### config.mk
export PLATFORM = sky130hd
export DESIGN_NAME = esp_queue
export DESIGN_NICKNAME = d
export VERILOG_FILES = /design/src/rtl/esp_queue.sv
export SDC_FILE = /design/constraint.sdc
export NUM_CORES = 1
export LEC_CHECK = 0
export ABC_AREA = 1
export BUFFER_PORTS_ARGS = -buffer_cell sky130_fd_sc_hd__buf_2
export CORE_AREA = 2 2 77 57
export CTS_CLUSTER_DIAMETER = 100
export CTS_CLUSTER_SIZE = 30
export DETAILED_ROUTE_END_ITERATION = 8
export DIE_AREA = 0 0 79 59
export GPL_ROUTABILITY_DRIVEN = 1
export PLACE_DENSITY = 0.61
export SYNTH_ARGS = -nofsm -noshare
export SYNTH_HDL_FRONTEND = slang
export SYNTH_SLANG_ARGS = --single-unit
### constraint.sdc
create_clock -name clock -period 1.85 [get_ports clock]
set_input_delay 0.185 -clock clock [delete_from_list [all_inputs] [get_ports clock]]
set_output_delay 0.185 -clock clock [all_outputs]
set_load 0.02 [all_outputs]
### src/rtl/esp_queue.sv
// Short register queue between the front and back ends.
// No dependencies; instantiated by the top level.
`default_nettype none

module esp_queue #(
   parameter int WIDTH = 8,
   parameter int DEPTH = 4
) (
   input  wire               clock,
   input  wire               reset,
   input  wire               push_valid,
   input  wire [WIDTH-1:0]   push_data,
   output logic              full,
   output logic              head_valid,
   output logic [WIDTH-1:0]  head_data,
   input  wire               pop
);
   localparam int PTR_W = (DEPTH > 1) ? $clog2(DEPTH) : 1;
   localparam int CNT_W = $clog2(DEPTH + 1);

   logic [WIDTH-1:0] slot_ff [DEPTH];
   logic [PTR_W-1:0] wr_ff, wr_in, rd_ff, rd_in;
   logic [CNT_W-1:0] count_ff, count_in;
   logic             do_push, do_pop;

   assign full       = (count_ff == CNT_W'(DEPTH));
   assign head_valid = (count_ff != '0);
   assign head_data  = slot_ff[rd_ff];
   assign do_push    = push_valid && !full;
   assign do_pop     = pop && head_valid;

   // Pointer and fill count update
   always_comb begin
      wr_in    = wr_ff;
      rd_in    = rd_ff;
      count_in = count_ff;
      if (do_push) begin
         wr_in = (wr_ff == PTR_W'(DEPTH - 1)) ? '0 : wr_ff + 1'b1;
      end
      if (do_pop) begin
         rd_in = (rd_ff == PTR_W'(DEPTH - 1)) ? '0 : rd_ff + 1'b1;
      end
      if (do_push && !do_pop) begin
         count_in = count_ff + 1'b1;
      end else if (do_pop && !do_push) begin
         count_in = count_ff - 1'b1;
      end
   end

   always_ff @(posedge clock) begin
      if (reset) begin
         wr_ff    <= '0;
         rd_ff    <= '0;
         count_ff <= '0;
      end else begin
         wr_ff    <= wr_in;
         rd_ff    <= rd_in;
         count_ff <= count_in;
      end
   end

   // Storage
   always_ff @(posedge clock) begin
      if (do_push) begin
         slot_ff[wr_ff] <= push_data;
      end
   end

endmodule

`default_nettype wire

# Word-level counts from Yosys, hierarchy flattened
# Memories as Yosys holds them, arrays and structs flattened. A register that Yosys moved wholly into a read port is not among the register bits.
# Cells that the tools add are included.
dict set report classes {
  add_sub_neg 4
  eq_ne 3
  muxes 8
  reduce_logical 9
}
# operator n
set ops {}
lappend ops {{$mux 2} 4}
lappend ops {{$mux 3} 2}
lappend ops {{$add 2x1->2 const B} 2}
lappend ops {{$eq 2x2->1 const B} 2}
lappend ops {{$logic_and 1x1->1} 4}
lappend ops {{$add 3x1->3 const B} 1}
lappend ops {{$eq 3x3->1 const B} 1}
lappend ops {{$logic_not 1->1} 3}
lappend ops {{$reduce_bool 3->1} 1}
lappend ops {{$sub 3x1->3 const B} 1}
lappend ops {{$mux 1} 2}
lappend ops {{$reduce_bool 2->1} 1}
dict set report word_totals {
  ff_bits 7
  ramBits 32
  input_bits 12
  out_inout_bits 10
  word_cells 28
  memories 1
}
# memory depth width rd rd_ports_with_merged_regs write_ports line
set mem_list {}
lappend mem_list {slot_ff 4 8 1 1 1 21} ;# logic [WIDTH-1:0] slot_ff [DEPTH];

# Longest topological paths before layout
# Gate-level depths: netlist of run 1.
dict set report depth {
  depth_word 7
  depth_mapped 13
  ltp_nobuf 13
}

# Least setup slack after synthesis of run 1
# OpenSTA, ideal clock, no wires.
dict set report synth_timing {
  path_type {register to register}
  start {register count_ff[1]}
  end {register count_ff[2]}
  setup_ns 0.110
  t_arrival_ns 1.588
  t_required_ns 1.740
  path_slack_ns 0.152
  stages_incl_launch_ff 13
  path_buffers 0
  synth_period_minus_slack_ns 1.698
  cell_sequence {dfxtp_1 > nor2_2 > nand2_2 > nand2_1 > ha_1 > inv_1 > fa_1 > inv_1 > nand2_1 > nand3_1 > nand2_1 > inv_1 > nor2_1}
}
dict set report synth_via {
  elab_cells_between_ends 14
  cone_classes {2 x add/sub; 1 x eq/ne; 2 x mux; 9 x reduce/logical}
}
# element line
set synth_lines {}
lappend synth_lines {{from (decl)} 23} ;# logic [CNT_W-1:0] count_ff, count_in;
lappend synth_lines {{from (signal assigned)} 58} ;# count_ff <= count_in;
lappend synth_lines {{$reduce_bool 3->1 (*)} 27} ;# assign head_valid = (count_ff != '0);
lappend synth_lines {{via head_valid} 14} ;# output logic head_valid,
lappend synth_lines {{$logic_and 1x1->1 (*)} 30} ;# assign do_pop = pop && head_valid;
lappend synth_lines {{$logic_not 1->1} 43} ;# if (do_push && !do_pop) begin
lappend synth_lines {{$logic_and 1x1->1} 43}
lappend synth_lines {{$mux 3 / $reduce_bool 2->1 (equally long branches)} --}
# Mark *: on every way through the listed nets, which the timed path passes. The rest lies on a longest branch. The select of a mux whose other input is x is not followed.
# A chain may end at the register's enable or synchronous reset.

# Worst setup path after layout of run 1
dict set report layout_timing {
  start {register count_ff[0]}
  end {register count_ff[2]}
}
dict set report layout_via {
  elab_chain_len 6
  elab_cells_between_ends 14
  cone_classes {2 x add/sub; 1 x eq/ne; 2 x mux; 9 x reduce/logical}
}
# element
set layout_lines {}
lappend layout_lines {{branches (longest 6 deep; another with $sub 3x1->3)}}
# Parallel ways; which one is timed is not known. The select of a mux whose other input is x is not followed.

==> qor.yml, run 1 <==
die_x_um: 79
root_buffer: "clkbuf_8"
peakVddDrop_v: 0.000548
grt_max_degree: 17
rsz0062_at_grt: "no"
r2r_setup_slack_ns: 0.12
worstReg2RegStart: "count_ff[0]"
startpoint_type: "flip-flop"
timing.fmax_ghz: 0.578
finalCriticalPeriod_ns: 1.73
ys_top_cells_by_area: "edfxtp_1 (57%), dfxtp_1 (11%), nor2_1 (7.1%), ha_1 (4.4%), o21ai_0 (3.8%)"
crit_path_max_fanout: 4
synth_fa_ha_area_frac: 0.0559
endpoint_kind: "flip-flop"
holdPathStages: 2
cp.buffers_inverters: 3
worstHoldEndpoint: "count_ff[0]"
row_count: 19
clock_latency_ns: 0.29
drt-initial-drc-count: 67
p_per_area_nw_per_um2: 1420
dr_total_vias: 1149
yosys_register_bits: 41
io_buffers: 21
syn_inst: 146
synth_top_family_by_area: "simple AND/OR/NAND/NOR gates"
utilization: 0.524
numCtsBuffers: 5
timing.setup.tns_ns: 0
fin_hold_ws_ns: 0.0630
grt_overflow: 0
slew_violations: 0
seqPwrFrac: 0.438
grt_pass1_wl_um: 5180
synth_nets: 165
clock_path_buffers: 2
antenna_found_initial: 0
arrival_ns: 1.92
required_ns: 2.04
cp_slowest_stage_delay_ns: 0.39
syn_to_final_growth_pct: 18.7
ff2ff_path_depth: 12
leakage_nw: 0.814
pwr-share-comb: 0.369
wl_per_cell_um: 13.5
syn_area_um2: 1700
min_from: "reset"
status: "completed"
reg2reg_to: "count_ff[2]"
cts.sinks: 41
grt_pass1_vias: 1086
syn_avg_cell_area_um2: 11.6
initial_core_util: 0.442
yosys_warnings: 0
firstDrtPassIters: 4
synthXorXnorAreaFrac: 0.00515
yosys.area_share.simple: 0.125
crit_family: "adder cells"
drive_gt1_frac: 0.287
hold_buffers: 0
crit_type: "reg2reg"
swShare: 0.371
clockPowerShare: 0.194
power_switching_w: 0.00106
ios: 22
wirelength_um: 3140
diodes: 0
synth_top_area_share: 0.565
yosysTopAreaCell: "edfxtp_1"
p_int_w: 0.00180
setup_viol: 0
finalHoldViolations: 0
gp_congestion: 0.827
synth.distinct_cells: 20
clk_transition_reported_paths_ns: 0.07
dieHeight_um: 59
period_share: 0.936
hpwl_um: 2180
worst_pin_slew_ns: 0.350
gr-usage-all-layers: 0.153
htreeDepth: 2
drc: 0
hp-class: "in2reg"
synth.area.mux_share: 0
dieArea_um2: 4660
viasPerCell: 4.93
clock_skew_ns: 0.00652
slew-limit-headroom: 0.766
coreArea_um2: 3850
synth-compound-area-share: 0.0920
max_cap_violations: 0
critPathSlowestCell: "fa_2"
crit_chain: "nor2_4 -> nand2_2 -> nand2_2 -> ha_2 -> inv_2 -> fa_2 -> inv_1 -> nand2_1 -> nand3_1 -> nand2_1 -> inv_1 -> nor2_1"
fin_nets: 199
ant_nets: 0
ys_seq_area_frac: 0.671
cts_tree: "done"
[final cells by class]
type / instances / area [um2]
Multi-Input combinational cell: 86 / 489
Clock inverter: 3 / 17.5
Inverter: 17 / 63.8
Timing Repair Buffer: 29 / 165
Sequential cell: 41 / 1150
Tap cell: 52 / 65.1
Fill cell: 330 / 1830
Clock buffer: 5 / 68.8
[registers in the layout, indices dropped and copies added (netlist names), named ones only]
signal    flops
rd_ff         2
slot_ff      32
wr_ff         2
count_ff      3
[routing by layer]
layer,part of all wire,GRT usage
met3,0.067,0.0595
met1,0.45,0.202
met2,0.47,0.238
met5,0,0
met4,0.011,0.0443
[cell usage in the layout (no fill, tap or decap), drive strengths merged]
cell type	n
xor2	1
o22ai	8
clkinv	2
nand2	14
dfxtp	9
nor2	33
a21oi	2
ha	6
o21ai	17
nand3	1
nand3b	2
nand4	1
edfxtp	32
clkbuf	5
fa	1
clkinvlp	1
inv	17
buf	29
[worst max-delay path by stage]
stage / startpoint / slack [ns] / cells past startpoint / endpoint
CTS: count_ff[1] / 0.02 / 9 / count_ff[1]
global placement: count_ff[1] / 0.13 / 9 / count_ff[1]
detailed placement: count_ff[1] / 0.04 / 9 / count_ff[1]
finish: count_ff[0] / 0.12 / 12 / count_ff[2]
floorplan: count_ff[1] / 0.15 / 12 / count_ff[2]
global route: count_ff[0] / 0.002 / 13 / count_ff[2]
[per-stage QoR]
stage          instance area (um2)  total power [W]  instances  setup WS (ns)
2_1_floorplan                 1700          0.00194        146          0.152
3_3_place_gp                  1900          0.00222        224          0.129
3_5_place_dp                  1900          0.00227        224         0.0436
4_1_cts                       1990          0.00282        232         0.0216
5_1_grt                       2020          0.00307        233        0.00214
6_report                      2020          0.00286        233          0.119
[timing repair]
action	4_1_cts	5_1_grt
gates resized for setup	0	11
buffers inserted	0	1
endpoints found under the setup margin	0	2
[cell families after synthesis]
| kind of cell | after synthesis |
|---|---|
| AOI/OAI and AO/OA | 27 |
| xor gates and xnor gates | 1 |
| adders and majority gates | 7 |
| buffers and inverters | 19 |
| DFF | 41 |
| and+or+nand+nor | 51 |
[power groups by stage]
stage / sequential (W) / clock (W) / combinational [W]
floorplan: 0.00124 / 0 / 0.000704
detailed placement: 0.00126 / 0 / 0.00101
finish: 0.00125 / 0.000554 / 0.00106
global route: 0.00128 / 0.000606 / 0.00119
CTS: 0.00124 / 0.000566 / 0.00101
global placement: 0.00125 / 0 / 0.000970
[synth_stat cells, drive strengths merged]
cell / number
nand2: 14
dfxtp: 9
xor2: 1
fa: 1
nand4: 1
nor2: 33
inv: 17
nand3: 1
a21oi: 2
nand3b: 2
buf: 2
edfxtp: 32
o21ai: 17
ha: 6
o22ai: 8
No activity file was read; power rests on OpenSTA's default activity.
==> inputs of run 2 (changes only) <==
Settings changed: CAP_MARGIN set to 20, MAX_ROUTING_LAYER set to met4.
==> qor.yml, run 2 (synthesis results as in run 1) <==
status: "completed"
regMostFlops: "slot_ff"
grt_pass1_vias: 1084
dieHeight_um: 59
finalHoldViolations: 0
fin_nets: 199
r2r_setup_slack_ns: 0.12
ant_nets: 0
worstSetupEndpoint: "count_ff[2]"
setup_viol: 0
fill_cells: 330
io_buffers: 21
crit_chain: "nor2_4 -> nand2_2 -> nand2_2 -> ha_2 -> inv_2 -> fa_2 -> inv_1 -> nand2_1 -> nand3_1 -> nand2_1 -> inv_1 -> nor2_1"
gr-usage-all-layers: 0.158
antenna_found_initial: 0
leakage_nw: 0.814
row_count: 19
hold_buffers: 0
timing.fmax_ghz: 0.578
largest_reg_flops: 32
wl_per_cell_um: 13.5
drc: 0
numCtsBuffers: 5
dieArea_um2: 4660
top_usage_layer: "met2"
hp-class: "in2reg"
grt_pass1_wl_um: 5190
final_cell_mix: "nor2_1 (32), edfxtp_1 (32), buf_2 (21)"
root_buffer: "clkbuf_8"
cts_tree: "done"
arrival_ns: 1.92
timing.setup.tns_ns: 0
clock_latency_ns: 0.29
grt_max_degree: 17
gp_congestion: 0.839
drive_gt1_frac: 0.287
coreArea_um2: 3850
viasPerCell: 4.95
startpoint_type: "flip-flop"
max_cap_violations: 0
critPathSlowestCell: "fa_2"
cts.sinks: 41
clock_path_buffers: 2
period_share: 0.935
htreeDepth: 2
finalCriticalPeriod_ns: 1.73
grtUsageMet2: 0.238
clock_skew_ns: 0.00693
ios: 22
p_per_area_nw_per_um2: 1420
slew_violations: 0
drt-initial-drc-count: 72
setup.worst_path.start: "count_ff[0]"
wirelength_um: 3160
dr_total_vias: 1153
reg2reg_to: "count_ff[2]"
peakVddDrop_v: 0.000548
crit_path_max_fanout: 4
stdcell_count: 233
clk_transition_reported_paths_ns: 0.07
grt.met1_usage: 0.203
crit_type: "reg2reg"
worst_pin_slew_ns: 0.346
grtUsageMet3: 0.0579
ff2ff_path_depth: 12
required_ns: 2.04
worstReg2RegStart: "count_ff[0]"
dp_cells: 224
grt_overflow: 0
top_regs: "slot_ff x32, count_ff x3"
rsz0062_at_grt: "no"
endpoint_kind: "flip-flop"
syn_to_final_growth_pct: 18.7
initial_core_util: 0.442
firstDrtPassIters: 4
hpwl_um: 2180
slew-limit-headroom: 0.769
die_x_um: 79
cp_slowest_stage_delay_ns: 0.39
diodes: 0
## run 2: cell counts in the layout (fill, tap and decap cells not counted)
No cell type changed its count.
## run 2: final cells by class
| type | instances | area [um2] | area share |
|---|---|---|---|
| sequential | 41 | 1150 | 0.569 |
| multi-input combinational | 86 | 489 | 0.242 |
| timing repair buffer | 29 | 165 | 0.0818 |
| clock buffer | 5 | 68.8 | 0.0341 |
| tap | 52 | 65.1 | 0.0322 |
| inverter | 17 | 63.8 | 0.0316 |
| clock inverter | 3 | 17.5 | 0.00868 |
## run 2: timing repair
action                     CTS  global route
gates resized for setup      0            11
setup endpoints to repair    0             2
buffers inserted             0             1
## run 2: how the worst min path moves through the flow
stage                        endpoint  slack (ns)  depth (start not counted)  start
after floorplan           count_ff[0]        0.26                          1  reset
after global placement    count_ff[0]        0.37                          2  reset
after detailed placement  count_ff[0]        0.38                          2  reset
after CTS                 count_ff[0]        0.07                          2  reset
after global routing      count_ff[0]        0.05                          2  reset
final                     count_ff[0]        0.06                          2  reset
## run 2: critical path, delay by kind of cell (launching register included)
family	cells	cell delay [ns]
simple gates	7	0.51
fa+ha+maj	2	0.58
buf+inv	3	0.18
flops	1	0.36
## run 2: metal layers
| layer | wire, um | vias to the layer above |
|---|---|---|
| li1 | - | 562 |
| met1 | 1450 | 553 |
| met2 | 1470 | 32 |
| met3 | 202 | 6 |
| met4 | 35 | 0 |
| met5 | 0 | - |
## run 2: per-stage QoR
step / util / worst slack (ns) / hold WS (ns) / power (W) / instance area [um2]
after floorplan: - / 0.152 / 0.257 / 0.00194 / 1700
after global placement: 0.494 / 0.129 / 0.365 / 0.00222 / 1900
after detailed placement: 0.494 / 0.0436 / 0.376 / 0.00227 / 1900
after CTS: 0.516 / 0.0216 / 0.0668 / 0.00282 / 1990
after global routing: 0.524 / 0.00214 / 0.0475 / 0.00307 / 2020
final: 0.524 / 0.119 / 0.0632 / 0.00287 / 2020
## run 2: power breakdown
group | leakage (nW) | total (W) | internal, W | switching (W)
combinational | 0.401 | 0.00106 | 0.000390 | 0.000667
clock | 0.0439 | 0.000555 | 0.000260 | 0.000295
sequential | 0.369 | 0.00125 | 0.00115 | 0.000103
total | 0.814 | 0.00287 | 0.00180 | 0.00106
==> inputs of run 3 (changes only) <==
==> constraint.sdc (replaced) <==
create_clock -name clock -period 1.85 [get_ports clock]
set_input_delay 0.37 -clock clock [delete_from_list [all_inputs] [get_ports clock]]
set_output_delay 0.37 -clock clock [all_outputs]
set_load 0.02 [all_outputs]
==> qor.yml, run 3 (synthesis results as in run 1) <==
status: "completed"
top_regs: "slot_ff x32, count_ff x3"
dieArea_um2: 4660
placedInstanceArea_um2: 1900
reg2reg_to: "count_ff[1]"
crit_chain: "nor2_4 -> nand2_2 -> nand2_2 -> inv_1 -> ha_2 -> inv_1 -> fa_2 -> o21ai_1 -> nor2_1"
regMostFlops: "slot_ff"
final_cell_mix: "nor2_1 (32), edfxtp_1 (32), buf_2 (21)"
grt_pass1_wl_um: 5100
antenna_found_initial: 0
largest_reg_flops: 32
crit_path_max_fanout: 4
fin_nets: 198
ant_nets: 0
initial_core_util: 0.442
leakage_nw: 0.814
drive_gt1_frac: 0.283
routed.top_layer: "met4"
slew_violations: 0
slew-limit-headroom: 0.855
setup_viol: 0
grt_pass1_vias: 1114
cp_slowest_stage_delay_ns: 0.44
fin_area_um2: 2020
cts_tree: "done"
io_buffers: 21
dr_total_vias: 1118
finalCriticalPeriod_ns: 1.76
timing.setup.tns_ns: 0
clk_transition_reported_paths_ns: 0.07
wl_per_cell_um: 13.6
firstDrtPassIters: 4
gr-usage-all-layers: 0.154
finalHoldViolations: 0
cts.sinks: 41
syn_to_final_growth_pct: 18.6
arrival_ns: 1.94
root_buffer: "clkbuf_8"
viasPerCell: 4.82
die_x_um: 79
ios: 22
endpoint_kind: "flip-flop"
required_ns: 2.03
worstSetupEndpoint: "count_ff[1]"
stdcell_count: 232
fin_hold_ws_ns: 0.247
max_cap_violations: 0
grt_overflow: 0
numCtsBuffers: 5
setup.worst_path.start: "count_ff[0]"
gp_congestion: 0.810
cts_setup_buffers: 0
crit_type: "reg2reg"
drt-initial-drc-count: 42
hpwl_um: 2260
clock_path_buffers: 2
met1_length_um: 1470
clock_skew_ns: 0.00387
p_per_area_nw_per_um2: 1420
hp-class: "in2reg"
row_count: 19
coreArea_um2: 3850
diodes: 0
critPathSlowestCell: "fa_2"
dieHeight_um: 59
drc: 0
worst_pin_slew_ns: 0.218
worstReg2RegStart: "count_ff[0]"
ff2ff_path_depth: 9
wl_met3_um: 188
period_share: 0.953
htreeDepth: 2
peakVddDrop_v: 0.000611
wirelength_um: 3170
timing.fmax_ghz: 0.567
r2r_setup_slack_ns: 0.09
grt_max_degree: 17
startpoint_type: "flip-flop"
hold_buffers: 0
wl_met2_um: 1470
rsz0062_at_grt: "no"
clock_latency_ns: 0.28
dp_cells: 224
power_w: 0.00286
## run 3: worst min path at each step
stage / startpoint / to / slack (ns) / cells past startpoint
after floorplan: reset / count_ff[0] / 0.44 / 1
after global placement: count_ff[1] / count_ff[1] / 0.52 / 2
after detailed placement: rd_ff[1] / rd_ff[1] / 0.53 / 2
after CTS: reset / count_ff[0] / 0.25 / 2
after global routing: reset / count_ff[0] / 0.26 / 2
final: reset / count_ff[0] / 0.25 / 2
## run 3: repair_timing
item,4_1_cts,5_1_grt
cloned,0,0
pin swaps,0,1
setup endpoints to repair,5,3
hold endpoints to repair,0,0
resized for setup,3,11
## run 3: critical path: cells and delay by family (launching register included)
family | cells | cell delay (ns)
fa+ha+maj | 2 | 0.62
simple gates | 4 | 0.35
flops | 1 | 0.37
compound gates | 1 | 0.18
buf+inv | 2 | 0.14
## run 3: per-layer routing
metal | up-vias | GRT usage
li1 | 565 | -
met1 | 524 | 0.181
met2 | 24 | 0.262
met3 | 5 | 0.0427
met4 | 0 | 0.0517
met5 | - | -
## run 3: power by group
part | total [W] | internal (W) | leakage [nW] | switching [W]
Sequential | 0.00128 | 0.00116 | 0.370 | 0.000121
Clock | 0.000572 | 0.000295 | 0.0486 | 0.000277
Combinational | 0.00101 | 0.000372 | 0.396 | 0.000639
Total | 0.00286 | 0.00182 | 0.814 | 0.00104
## run 3: through the flow
| step | utilization | worst slack, ns |
|---|---|---|
| floorplan | - | 0.152 |
| global placement | 0.494 | 0.131 |
| detailed placement | 0.494 | -0.0199 |
| CTS | 0.518 | 0.0196 |
| global route | 0.524 | 0.0150 |
| finish | 0.524 | 0.0873 |
## run 3: area by class of cell
type	instances	area, um2
multi-input cells	86	485
flip-flops and latches	41	1150
repair buffers	28	158
fillers	367	1830
clock buffers	6	82.6
inverters	17	66.3
well taps	52	65.1
clock inverters	2	8.76
