File: config.mk
export PLATFORM = sky130hd
export DESIGN_NAME = esp_back_flat
export DESIGN_NICKNAME = d
export VERILOG_FILES = /design/src/rtl/esp_pkg.sv /design/src/rtl/esp_if.sv /design/src/rtl/esp_back.sv /design/src/flat_wrapper.sv
export SDC_FILE = /design/constraint.sdc
export NUM_CORES = 1
export LEC_CHECK = 0
export ABC_AREA = 1
export BUFFER_PORTS_ARGS = -buffer_cell sky130_fd_sc_hd__clkbuf_2
export CORE_AREA = 4 4 118 120
export DETAILED_ROUTE_END_ITERATION = 8
export DIE_AREA = 0 0 122 124
export GPL_TIMING_DRIVEN = 0
export PLACE_DENSITY = 0.38
export SLEW_MARGIN = 20
export SYNTH_ARGS = -nofsm -noshare
export SYNTH_HDL_FRONTEND = slang
export SYNTH_SLANG_ARGS = --single-unit
export TNS_END_PERCENT = 50
File: constraint.sdc
create_clock -name clock -period 1.12 [get_ports clock]
set_input_delay 0.224 -clock clock [delete_from_list [all_inputs] [get_ports clock]]
set_output_delay 0.224 -clock clock [all_outputs]
set_load 0.03 [all_outputs]
File: src/rtl/esp_pkg.sv
// Shared types and constants for the ellipsoid slice painter.
// No dependencies; imported by the front end, back end and top level.
`default_nettype none

package esp_pkg;

   // Control and status register port
   localparam int CSR_IDX_W  = 3;
   localparam int CSR_DATA_W = 64;

   localparam logic [CSR_IDX_W-1:0] CSR_ROT_X   = 3'd0;
   localparam logic [CSR_IDX_W-1:0] CSR_ROT_Y   = 3'd1;
   localparam logic [CSR_IDX_W-1:0] CSR_ROT_Z   = 3'd2;
   localparam logic [CSR_IDX_W-1:0] CSR_SHAPE   = 3'd3;
   localparam logic [CSR_IDX_W-1:0] CSR_CENTRE  = 3'd4;
   localparam logic [CSR_IDX_W-1:0] CSR_DEPTH   = 3'd5;
   localparam logic [CSR_IDX_W-1:0] CSR_MODE    = 3'd6;
   localparam logic [CSR_IDX_W-1:0] CSR_PAINT   = 3'd7;

   // Paint modes
   localparam logic MODE_FILL    = 1'b0;
   localparam logic MODE_OUTLINE = 1'b1;

   // Field width within packed registers
   localparam int FLD_W = 16;

   // Datapath widths. Inside the bounding box |dx|,|dy| <= maxR + 15 < 2^17
   // and |dz| <= maxR < 2^16, so these widths hold every value that matters.
   localparam int D_W    = 18;   // dx, dy kept after the box test
   localparam int DZ_W   = 17;   // dz kept after the slice test
   localparam int PROD_W = 34;   // Q1.14 entry times Q.4 offset
   localparam int SUM_W  = 36;   // sum of three products, Q.18
   localparam int MAG_W  = 20;   // rounded magnitude, Q.4
   localparam int SQ_W   = 2 * MAG_W;       // squared magnitude, Q.8
   localparam int TERM_W = SQ_W + FLD_W;    // times inverse square, Q.24
   localparam int Q_W    = TERM_W + 2;      // sum of three terms

   // Thresholds in Q.24
   localparam logic [Q_W-1:0] Q_ONE     = Q_W'(16777216);
   localparam logic [Q_W-1:0] Q_BAND_LO = Q_W'(15938356);
   localparam logic [Q_W-1:0] Q_BAND_HI = Q_W'(17616076);

   // Shift from Q.18 to Q.4; it also sets the rounding offset
   localparam int RND_SHIFT = 14;

   // Register file contents handed to the front and back ends
   typedef struct packed {
      logic [47:0] rot_x;
      logic [47:0] rot_y;
      logic [47:0] rot_z;
      logic [63:0] shape;
      logic [47:0] centre;
      logic [15:0] depth;
      logic        mode;
      logic [15:0] paint;
   } cfg_type;

endpackage

`default_nettype wire

File: src/rtl/esp_if.sv
// Valid/ready channel interfaces for pixel requests and painted responses.
// No dependencies; used by the front end, back end and top level.
`default_nettype none


interface esp_rsp_if #(
   parameter int PIXEL_BITS = 16
);
   logic                  valid;
   logic                  ready;
   logic [PIXEL_BITS-1:0] pixel_out;
   logic                  painted;

   modport source (output valid, output pixel_out, output painted, input ready);
   modport sink   (input valid, input pixel_out, input painted, output ready);
endinterface

`default_nettype wire

File: src/rtl/esp_back.sv
// Back end: rotates offsets, evaluates the quadratic form and paints.
// Depends on esp_pkg and esp_rsp_if; fed from esp_queue.
`default_nettype none

module esp_back #(
   parameter int PIXEL_BITS = 16,
   parameter int ENTRY_W    = 1
) (
   input  wire                 clock,
   input  wire                 reset,
   input  esp_pkg::cfg_type    cfg,
   input  wire                 head_valid,
   input  wire [ENTRY_W-1:0]   head_data,
   output logic                pop,
   esp_rsp_if.source           rsp_bus
);
   import esp_pkg::*;

   localparam int STAGES = 5;

   // Stage valids, carried box flag and pixel
   logic [STAGES-1:0]     vld_ff, vld_in;
   logic                  box_ff [STAGES];
   logic [PIXEL_BITS-1:0] pix_ff [STAGES];
   logic                  adv;

   // Datapath registers
   logic signed [PROD_W-1:0] prod_ff [3][3];
   logic signed [PROD_W-1:0] prod_in [3][3];
   logic signed [SUM_W-1:0]  sum_ff [3];
   logic signed [SUM_W-1:0]  sum_in [3];
   logic [MAG_W-1:0]         mag_ff [3];
   logic [MAG_W-1:0]         mag_in [3];
   logic [SQ_W-1:0]          sq_ff [3];
   logic [TERM_W-1:0]        term_ff [3];

   logic                     rsp_valid_ff;
   logic [PIXEL_BITS-1:0]    pixel_out_ff, pixel_out_in;
   logic                     painted_ff, painted_in;

   logic signed [D_W-1:0]    d [3];
   logic [47:0]              rows [3];
   logic [FLD_W-1:0]         inv_sq [3];
   logic signed [SUM_W-1:0]  abs_l;
   logic [SUM_W-1:0]         rnd;
   logic [Q_W-1:0]           q;
   logic                     hit;

   // Whole pipeline moves when the output register is free or draining
   assign adv = !rsp_valid_ff || rsp_bus.ready;
   assign pop = adv && head_valid;

   // Unpack the queue word and the configuration
   always_comb begin
      d[0]      = $signed(head_data[D_W-1:0]);
      d[1]      = $signed(head_data[2*D_W-1:D_W]);
      d[2]      = D_W'($signed(head_data[2*D_W+DZ_W-1:2*D_W]));
      rows[0]   = cfg.rot_x;
      rows[1]   = cfg.rot_y;
      rows[2]   = cfg.rot_z;
      inv_sq[0] = cfg.shape[15:0];
      inv_sq[1] = cfg.shape[31:16];
      inv_sq[2] = cfg.shape[47:32];
   end

   // Products of matrix entries and offsets
   always_comb begin
      for (int r = 0; r < 3; r++) begin
         for (int s = 0; s < 3; s++) begin
            prod_in[r][s] = $signed(rows[r][FLD_W*s +: FLD_W]) * d[s];
         end
      end
   end

   // Row sums, then magnitude rounded half away from zero to Q.4
   always_comb begin
      abs_l = '0;
      rnd   = '0;
      for (int r = 0; r < 3; r++) begin
         sum_in[r] = SUM_W'(prod_ff[r][0]) + SUM_W'(prod_ff[r][1]) + SUM_W'(prod_ff[r][2]);
      end
      for (int r = 0; r < 3; r++) begin
         abs_l     = sum_ff[r][SUM_W-1] ? -sum_ff[r] : sum_ff[r];
         rnd       = $unsigned(abs_l) + SUM_W'(1 << (RND_SHIFT - 1));
         mag_in[r] = rnd[RND_SHIFT +: MAG_W];
      end
   end

   // Quadratic form and paint decision
   always_comb begin
      q = Q_W'(term_ff[0]) + Q_W'(term_ff[1]) + Q_W'(term_ff[2]);
      unique case (cfg.mode)
         MODE_FILL:    hit = box_ff[STAGES-1] && (q <= Q_ONE);
         MODE_OUTLINE: hit = box_ff[STAGES-1] && (q >= Q_BAND_LO) && (q <= Q_BAND_HI);
         default:      hit = 1'b0;
      endcase
      painted_in   = hit;
      pixel_out_in = hit ? PIXEL_BITS'(cfg.paint) : pix_ff[STAGES-1];
   end

   assign vld_in = {vld_ff[STAGES-2:0], head_valid};

   // Control state
   always_ff @(posedge clock) begin
      if (reset) begin
         vld_ff       <= '0;
         rsp_valid_ff <= 1'b0;
      end else if (adv) begin
         vld_ff       <= vld_in;
         rsp_valid_ff <= vld_ff[STAGES-1];
      end
   end

   // Datapath, one step per stage
   always_ff @(posedge clock) begin
      if (adv) begin
         box_ff[0] <= head_data[2*D_W+DZ_W];
         pix_ff[0] <= head_data[ENTRY_W-1 -: PIXEL_BITS];
         for (int k = 1; k < STAGES; k++) begin
            box_ff[k] <= box_ff[k-1];
            pix_ff[k] <= pix_ff[k-1];
         end
         for (int r = 0; r < 3; r++) begin
            for (int s = 0; s < 3; s++) begin
               prod_ff[r][s] <= prod_in[r][s];
            end
            sum_ff[r]  <= sum_in[r];
            mag_ff[r]  <= mag_in[r];
            sq_ff[r]   <= mag_ff[r] * mag_ff[r];
            term_ff[r] <= sq_ff[r] * inv_sq[r];
         end
         pixel_out_ff <= pixel_out_in;
         painted_ff   <= painted_in;
      end
   end

   assign rsp_bus.valid     = rsp_valid_ff;
   assign rsp_bus.pixel_out = pixel_out_ff;
   assign rsp_bus.painted   = painted_ff;

endmodule

`default_nettype wire

File: src/flat_wrapper.sv
// flat-port wrapper written by rule: the top's interface ports become plain ports
module esp_back_flat import esp_pkg::*;
#(
   parameter int PIXEL_BITS = 16,
   parameter int ENTRY_W    = 1
)
  (clock, reset, cfg, head_valid, head_data, pop, rsp_bus_valid, rsp_bus_pixel_out, rsp_bus_painted, rsp_bus_ready);
  esp_rsp_if #(.PIXEL_BITS(PIXEL_BITS)) rsp_bus_i ();
  input  wire clock;
  input  wire reset;
  input  esp_pkg::cfg_type cfg;
  input  wire head_valid;
  input  wire [ENTRY_W-1:0] head_data;
  output logic pop;
  output wire logic [$bits(rsp_bus_i.valid)-1:0] rsp_bus_valid;
  output wire logic [$bits(rsp_bus_i.pixel_out)-1:0] rsp_bus_pixel_out;
  output wire logic [$bits(rsp_bus_i.painted)-1:0] rsp_bus_painted;
  input wire logic [$bits(rsp_bus_i.ready)-1:0] rsp_bus_ready;
  assign rsp_bus_valid = rsp_bus_i.valid;
  assign rsp_bus_pixel_out = rsp_bus_i.pixel_out;
  assign rsp_bus_painted = rsp_bus_i.painted;
  assign rsp_bus_i.ready = rsp_bus_ready;
  esp_back #(.PIXEL_BITS(PIXEL_BITS), .ENTRY_W(ENTRY_W)) u_core (.clock(clock), .reset(reset), .cfg(cfg), .head_valid(head_valid), .head_data(head_data), .pop(pop), .rsp_bus(rsp_bus_i));
endmodule
### Word-level counts from Yosys, hierarchy flattened

Memory sizes are Yosys's and may differ from the RTL's.
Index checks and enable logic that the tools add are counted.

* flip-flop bits (word level): 23
* memory bits (writable): 541
* output and inout bits: 19
* word-level logic and storage cells: 47
* memories kept: 6

Memory list
* u_core.term_ff: depth 3, bits a word 56, read ports 3, clocked after Yosys merged registers in 0, write ports 3, line esp_back.sv:35 `logic [TERM_W-1:0] term_ff [3];`
* u_core.sq_ff: depth 3, bits a word 40, read ports 3, clocked after Yosys merged registers in 0, write ports 3, line esp_back.sv:34 `logic [SQ_W-1:0] sq_ff [3];`
* u_core.sum_ff: depth 3, bits a word 36, read ports 3, clocked after Yosys merged registers in 0, write ports 3, line esp_back.sv:30 `logic signed [SUM_W-1:0] sum_ff [3];`
* u_core.pix_ff: depth 5, bits a word 16, read ports 5, clocked after Yosys merged registers in 0, write ports 5, line esp_back.sv:24 `logic [PIXEL_BITS-1:0] pix_ff [STAGES];`
* u_core.mag_ff: depth 3, bits a word 20, read ports 3, clocked after Yosys merged registers in 0, write ports 3, line esp_back.sv:32 `logic [MAG_W-1:0] mag_ff [3];`
* u_core.box_ff: depth 5, bits a word 1, read ports 5, clocked after Yosys merged registers in 0, write ports 5, line esp_back.sv:23 `logic box_ff [STAGES];`

* $add $sub $neg: 14
* multiply operators: 6
* $lt $le $gt $ge: 3
* multiplexer cells: 7
* bitwise logic cells: 1
* reductions and logical operators: 6

Operators by type and width (number)
* multiplier 40 x 16 -> 56 bit: 3
* multiplier 20 x 20 -> 40 bit: 3
* <= comparator 58 x 25 -> 1 bit (second input constant): 2
* adder 35 x 34 -> 36 bit (second input constant): 3
* adder 34 x 34 -> 35 bit (both inputs constant): 3
* adder 34 x 14 -> 34 bit (second input constant): 3
* 2-to-1 mux 34 bit: 3
* negation 34 bit: 3
* adder 58 x 56 -> 58 bit: 1
* greater-or-equal comparator 58 x 24 -> 1 bit (second input constant): 1
* adder 56 x 56 -> 57 bit: 1
* 2-to-1 mux 16 bit: 1
* logical AND 1 bit: 4
* 2-to-1 mux 1 bit: 2
* one-hot mux 1 bit (2 select lines): 1
* zero test 1 bit: 1
* logical OR 1 bit: 1
* NOT 1 bit: 1

### Depth between registers and ports, before layout

Gate-level depths: netlist of the first run.
An unclocked memory read counts as a cell.

* depth after elaboration: 8
* mapped depth: 5
* gate-level depth less buffers: 5

### Worst setup path before layout of the first run

Ideal clock, no wire load.

* kind: reg-to-output
* start point: register u_core.rsp_valid_ff (netlist: u_core.rsp_bus.valid)
* end point: output port pop
* arrival time: 1.023 ns
* path slack: -0.127 ns
* stages on the path, launching flop included: 4
* path buffers: 0
* cells stage by stage: dfxtp_1 > nand2_2 > nand2_1 > inv_1

* longest elaborated chain between the ends: 3

Ends and longest elaborated chain
* start, declared: line esp_back.sv:37 `logic rsp_valid_ff;`
* start signal, assigned: line esp_back.sv:110 `rsp_valid_ff <= vld_ff[STAGES-1];`
* zero test 1 bit: line esp_back.sv:50 `assign adv = !rsp_valid_ff || rsp_bus.ready;`
* logical OR 1 bit: line esp_back.sv:50
* named net u_core.adv: line esp_back.sv:25 `logic adv;`
* logical AND 1 bit: line esp_back.sv:51 `assign pop = adv && head_valid;`
* end, declared: line flat_wrapper.sv:14 `output logic pop;`

The timed path passes the listed nets, and every way through them passes these cells.

### Final worst setup path of the first run

Ends and elaborated chain as after synthesis.

==> flow_metrics.env, run 1 <==
export IMPL_drc=0
export IMPL_path_max_fanout=2
export IMPL_yosysTopAreaCellShare=0.3333
export IMPL_worstSetupPathType="register to output pin"
export IMPL_final_hold_violation_count=0
export IMPL_wire_per_inst_um=4.180
export IMPL_period_share=1.005
export IMPL_overflow=0
export IMPL_totalPowerFinal_mw=1.393
export IMPL_p_per_area_nw_per_um2=1366
export IMPL_holdPathStages=1
export IMPL_setup_viol=1
export IMPL_use_met3=0.01045
export IMPL_grt_pass1_wl_mm=1.628
export IMPL_cts_tree="yes"
export IMPL_worstPathRequired_ns=0.90
export IMPL_antenna_diode_count=0
export IMPL_drive_gt1_frac=0.4235
export IMPL_hpwl_um=822.1
export IMPL_syn_inst=55
export IMPL_holdWs_ns=0.1695
export IMPL_rsz0062_at_grt="yes"
export IMPL_fin_nets=380
export IMPL_violations="setup timing"
export IMPL_cts_buffers=3
export IMPL_netlist_area_um2=540.5
export IMPL_seq_area_frac_synth=0.5556
export IMPL_top_usage_layer="met2"
export IMPL_grt_max_degree=9
export IMPL_port_buffers=7
export IMPL_status="complete, but fails checks"
export IMPL_ioPinCount=313
export IMPL_grt_usage=0.01434
export IMPL_synthTopCellsByArea="edfxtp_1 (33%), dfxtp_1 (22%), buf_4 (22%), nor2_1 (5.6%), nand3b_1 (4.2%)"
export IMPL_start_kind="register"
export IMPL_arrival_ns=0.90
export IMPL_cap_violations=0
export IMPL_wl_mm=1.091
export IMPL_clk_latency_ns=0.24
export IMPL_met1_usage=0.01702
export IMPL_fin_worst_skew_ns=0.0007588
export IMPL_area_growth_pct=88.66
export IMPL_reg2reg_depth=5
export IMPL_yosys_area_top_type="edfxtp_1"
export IMPL_fp_dieArea_um2=15130
export IMPL_postLayoutSetupSlackWorst_ns=-0.005349
export IMPL_core_area_um2=12980
export IMPL_layout_common_cells="buf_4 (19), conb_1 (16), nor2_1 (8), edfxtp_1 (6)"
export IMPL_syn_area_per_cell_um2=9.828
export IMPL_clock_sinks=12
export IMPL_htree_num_levels=1
export IMPL_antenna_found_initial=0
export IMPL_gp_congestion=0.5677
export IMPL_rows=42
export IMPL_min_period_ns=1.125
export IMPL_via_per_inst=1.487
export IMPL_initial_utilization=0.04164
export IMPL_drtIter0Drc=7
export IMPL_final_antenna_net_count=0
export IMPL_slew_viol_final=0
export IMPL_clock_tree_root_cell="clkbuf_16"
export IMPL_synth_cell_types=12
export IMPL_clk_path_buf_depth=2
export IMPL_grt_pass1_vias=357
export IMPL_p_leak_nw=0.4134
export IMPL_die_w_um=122
export IMPL_min_path_type="input port to register"
export IMPL_vias=388
export IMPL_die_h_um=124
export IMPL_ys_warn_count=0
export IMPL_firstDrtPassIters=3
export IMPL_layout_commonest_cell="buf_4"
export IMPL_gr_usage_met2=0.02037
export IMPL_clkSlewWorstSetupHoldPaths_ns=0.04
export IMPL_end_kind="output pin"
export IMPL_fillers=1521
export IMPL_ys_ff_latch=12
export IMPL_fmax_mhz=888.6
export IMPL_ir_worst_vdd_mv=0.4348
routing by layer:
layer  part of all wire  wire [µm]
met5                  0          0
met4             0.0073          8
met3               0.10        109
met2               0.46        502
met1               0.43        471
metrics by stage:
| stage | utilization | cell area (µm²) | cells | worst slack [ns] | TNS [ns] |
|---|---|---|---|---|---|
| after floorplan | - | 598.1 | 70 | 0.04619 | 0 |
| final | 0.07856 | 1020 | 261 | -0.005349 | -0.005349 |
| after CTS | 0.07750 | 1006 | 260 | -0.02481 | -0.04956 |
| after detailed placement | 0.06574 | 853.3 | 253 | -0.1115 | -0.1115 |
| after global routing | 0.07856 | 1020 | 261 | -0.02983 | -0.02983 |
| after global placement | 0.06574 | 853.3 | 253 | -0.09254 | -0.09254 |
worst max-delay path: stages, from the launching register on:
cell and delay [ns]:
dfxtp_4 0.38, nand2_8 0.06, nand2_4 0.07, inv_2 0.04
buf_8 0.12
final cells by class:
type	instances	area, µm²	share of cell area
flip-flops and latches	12	304.0	0.2982
plain buffers	16	120.1	0.1178
multi-input cells	37	178.9	0.1755
inverters	5	18.77	0.01840
well taps	176	220.2	0.2160
repair buffers	11	88.84	0.08712
clock buffers	4	88.84	0.08712
registers in the layout, summed over array words and instances (netlist names):
signal and cells:
u_core.pix_ff 5, u_core.vld_ff 5, u_core.rsp_bus.valid 1, u_core.rsp_bus.pixel_out 1
cells by family (layout without fill, tap and decap cells):
| group | Yosys count | in the layout | synth area share |
|---|---|---|---|
| compound gates | 2 | 2 | 0.01852 |
| buf+inv | 21 | 36 | 0.2569 |
| flops | 12 | 12 | 0.5556 |
| other cells | 1 | 16 | 0.006938 |
| simple gates | 19 | 19 | 0.1620 |
final timing paths:
path,from,end,slack [ns]
setup / recovery,u_core.rsp_bus.valid$_SDFFE_PP0P_,pop,-0.005
hold / removal,head_data,u_core.pix_ff[0][15]$_DFFE_PP_,0.17
setup reg to reg,u_core.rsp_bus.valid$_SDFFE_PP0P_,u_core.vld_ff[4]$_SDFFE_PP0P_,0.20
hold reg to reg,u_core.pix_ff[0][15]$_DFFE_PP_,u_core.pix_ff[1][15]$_DFFE_PP_,0.42
repair_timing:
item                                    4_1_cts  5_1_grt
gates cloned                                  0        0
endpoints found under the setup margin        1        2
buffers inserted                              3        1
hold buffers                                  0        0
pin swaps                                     1        1
gates resized for setup                      10        3
cells in the mapped netlist:
cell type / n
a21oi_1: 2
buf_4: 16
conb_1: 1
dfxtp_1: 6
edfxtp_1: 6
inv_1: 4
inv_2: 1
nand2_1: 5
nand2_2: 1
nand3_1: 2
nand3b_1: 3
nor2_1: 8
where the power goes:
part	internal (mW)	total, mW	leakage, nW	switching, mW
sequential	0.484	0.492	0.113	0.00791
clock	0.538	0.716	0.0442	0.178
combinational	0.0678	0.185	0.256	0.117
Note: power is estimated with default switching activity, not from simulation.
==> run 2: changes to the inputs <==
- CORE_AREA: 4 4 118 120 -> 4 4 120 122
- CTS_BUF_LIST: default -> sky130_fd_sc_hd__clkbuf_2
- DIE_AREA: 0 0 122 124 -> 0 0 124 126
- PLACE_DENSITY: 0.38 -> 0.37
==> run 2 against run 1 <==
Net effect:
- largest power group is now sequential cells
- critical path type unchanged
- via count up 0.26%
- power shrank 35%
- routed wire length is 0.37% lower
- clock-buffer cell count fell by 1
- non-clock buffer count is the same
- cell count stayed put
- the flow still finishes with violations (setup timing)
- first-iteration DRC count rose to 2.7 times the previous value
- register-to-register slack about the same
==> flow_metrics.env, run 2 (synthesis results as in run 1) <==
export IMPL_clkSlewWorstSetupHoldPaths_ns=0.12
export IMPL_path_max_fanout=2
export IMPL_fin_cells=261
export IMPL_worstSetupPathType="register to output pin"
export IMPL_wire_per_inst_um=4.165
export IMPL_overflow=0
export IMPL_fillers=1531
export IMPL_cpLargestDelayFamily="flip-flops"
export IMPL_initial_utilization=0.04098
export IMPL_drtIter0Drc=19
export IMPL_htree_num_levels=1
export IMPL_clock_tree_root_cell="clkbuf_2"
export IMPL_fmax_mhz=864.4
export IMPL_grt_usage=0.01430
export IMPL_p_leak_nw=0.3866
export IMPL_vias=389
export IMPL_max_stage_delay_ns=0.40
export IMPL_via_per_inst=1.490
export IMPL_port_buffers=7
export IMPL_dpl_instance_area_um2=853.3
export IMPL_fin_util=0.07276
export IMPL_drc=0
export IMPL_cp_slowest_cell="dfxtp_4"
export IMPL_postLayoutSetupSlackWorst_ns=-0.03682
export IMPL_area_growth_pct=77.55
export IMPL_ctsHoldBuffers=0
export IMPL_layout_commonest_cell="buf_4"
export IMPL_period_share=1.033
export IMPL_firstDrtPassIters=4
export IMPL_status="complete, but fails checks"
export IMPL_reg_top3="u_core.pix_ff (5), u_core.vld_ff (5)"
export IMPL_path_cells="nand2_8 -> nand2_4 -> inv_2 -> buf_8"
export IMPL_fin_worst_skew_ns=0.008465
export IMPL_slew_viol_final=0
export IMPL_multi_input_area_um2=178.9
export IMPL_die_h_um=126
export IMPL_grt_pass1_wl_mm=1.697
export IMPL_grt_max_degree=9
export IMPL_arrival_ns=0.93
export IMPL_hpwl_um=812.4
export IMPL_cap_violations=0
export IMPL_holdWs_ns=0.1413
export IMPL_violations="setup timing"
export IMPL_rsz0062_at_grt="yes"
export IMPL_die_w_um=124
export IMPL_cts_buffers=3
export IMPL_grt_pass1_vias=367
export IMPL_clock_sinks=12
export IMPL_p_per_area_nw_per_um2=939.5
export IMPL_dp_cells=253
export IMPL_rows=42
export IMPL_worstPathRequired_ns=0.90
export IMPL_setup_viol=3
export IMPL_cts_tree="yes"
export IMPL_min_path_type="input port to register"
export IMPL_layout_common_cells="buf_4 (19), conb_1 (16), nor2_1 (8), clkbuf_2 (7), edfxtp_1 (6)"
export IMPL_crit_buf_inv=2
export IMPL_fp_dieArea_um2=15620
export IMPL_drive_gt1_frac=0.4118
export IMPL_clk_path_buf_depth=2
export IMPL_clk_latency_ns=0.26
export IMPL_final_hold_violation_count=0
export IMPL_end_kind="output pin"
export IMPL_wl_mm=1.087
export IMPL_ioPinCount=313
export IMPL_fin_nets=380
export IMPL_min_period_ns=1.157
export IMPL_finalInstanceArea_um2=959.7
export IMPL_final_antenna_net_count=0
export IMPL_antenna_found_initial=0
export IMPL_core_area_um2=13190
export IMPL_gp_congestion=0.6351
export IMPL_ir_worst_vdd_mv=0.1779
export IMPL_start_kind="register"
export IMPL_ff_latch_area_um2=304.0
export IMPL_antenna_diode_count=0
run 2: per-stage QoR:
stage	TNS [ns]	setup slack [ns]	power [mW]
after CTS	-0.2148	-0.08137	0.9134
final	-0.06393	-0.03682	0.9016
after floorplan	0	0.04619	0.6424
after global routing	-0.2310	-0.09081	0.9625
after detailed placement	-0.1154	-0.1154	0.6651
after global placement	-0.1181	-0.1181	0.6645
run 2: cell type report:
type	count	area share
repair buffers	11	0.1030
plain buffers	16	0.1252
clock inverters	1	0.003911
clock buffers	3	0.01565
flip-flops and latches	12	0.3168
inverters	5	0.01956
well taps	176	0.2295
multi-input cells	37	0.1864
run 2: report_power, final:
group | internal, mW | switching (mW) | total [mW]
clock network | 0.0776 | 0.142 | 0.220
registers | 0.482 | 0.0106 | 0.492
logic | 0.0733 | 0.116 | 0.189
total | 0.633 | 0.269 | 0.902
run 2: layer usage:
| metal | GRT usage | share of wire |
|---|---|---|
| met1 | 0.01657 | 0.43 |
| met2 | 0.02164 | 0.47 |
| met3 | 0.006726 | 0.087 |
| met4 | 0.007732 | 0.015 |
| met5 | 0 | 0 |
run 2: worst paths after layout:
| kind | cells after the start | slack [ns] | startpoint | end |
|---|---|---|---|---|
| max | 4 | -0.04 | u_core.rsp_bus.valid$_SDFFE_PP0P_ | pop |
| min | 1 | 0.14 | head_data | u_core.pix_ff[0][15]$_DFFE_PP_ |
| min reg2reg | 0 | 0.44 | u_core.pix_ff[2][15]$_DFFE_PP_ | u_core.pix_ff[3][15]$_DFFE_PP_ |
| max reg2reg | 5 | 0.20 | u_core.rsp_bus.valid$_SDFFE_PP0P_ | u_core.vld_ff[4]$_SDFFE_PP0P_ |
run 2: timing repair:
item,CTS,global route
resized for setup,12,4
endpoints found under the setup margin,3,3
buffers inserted,3,1
pin swaps,1,1
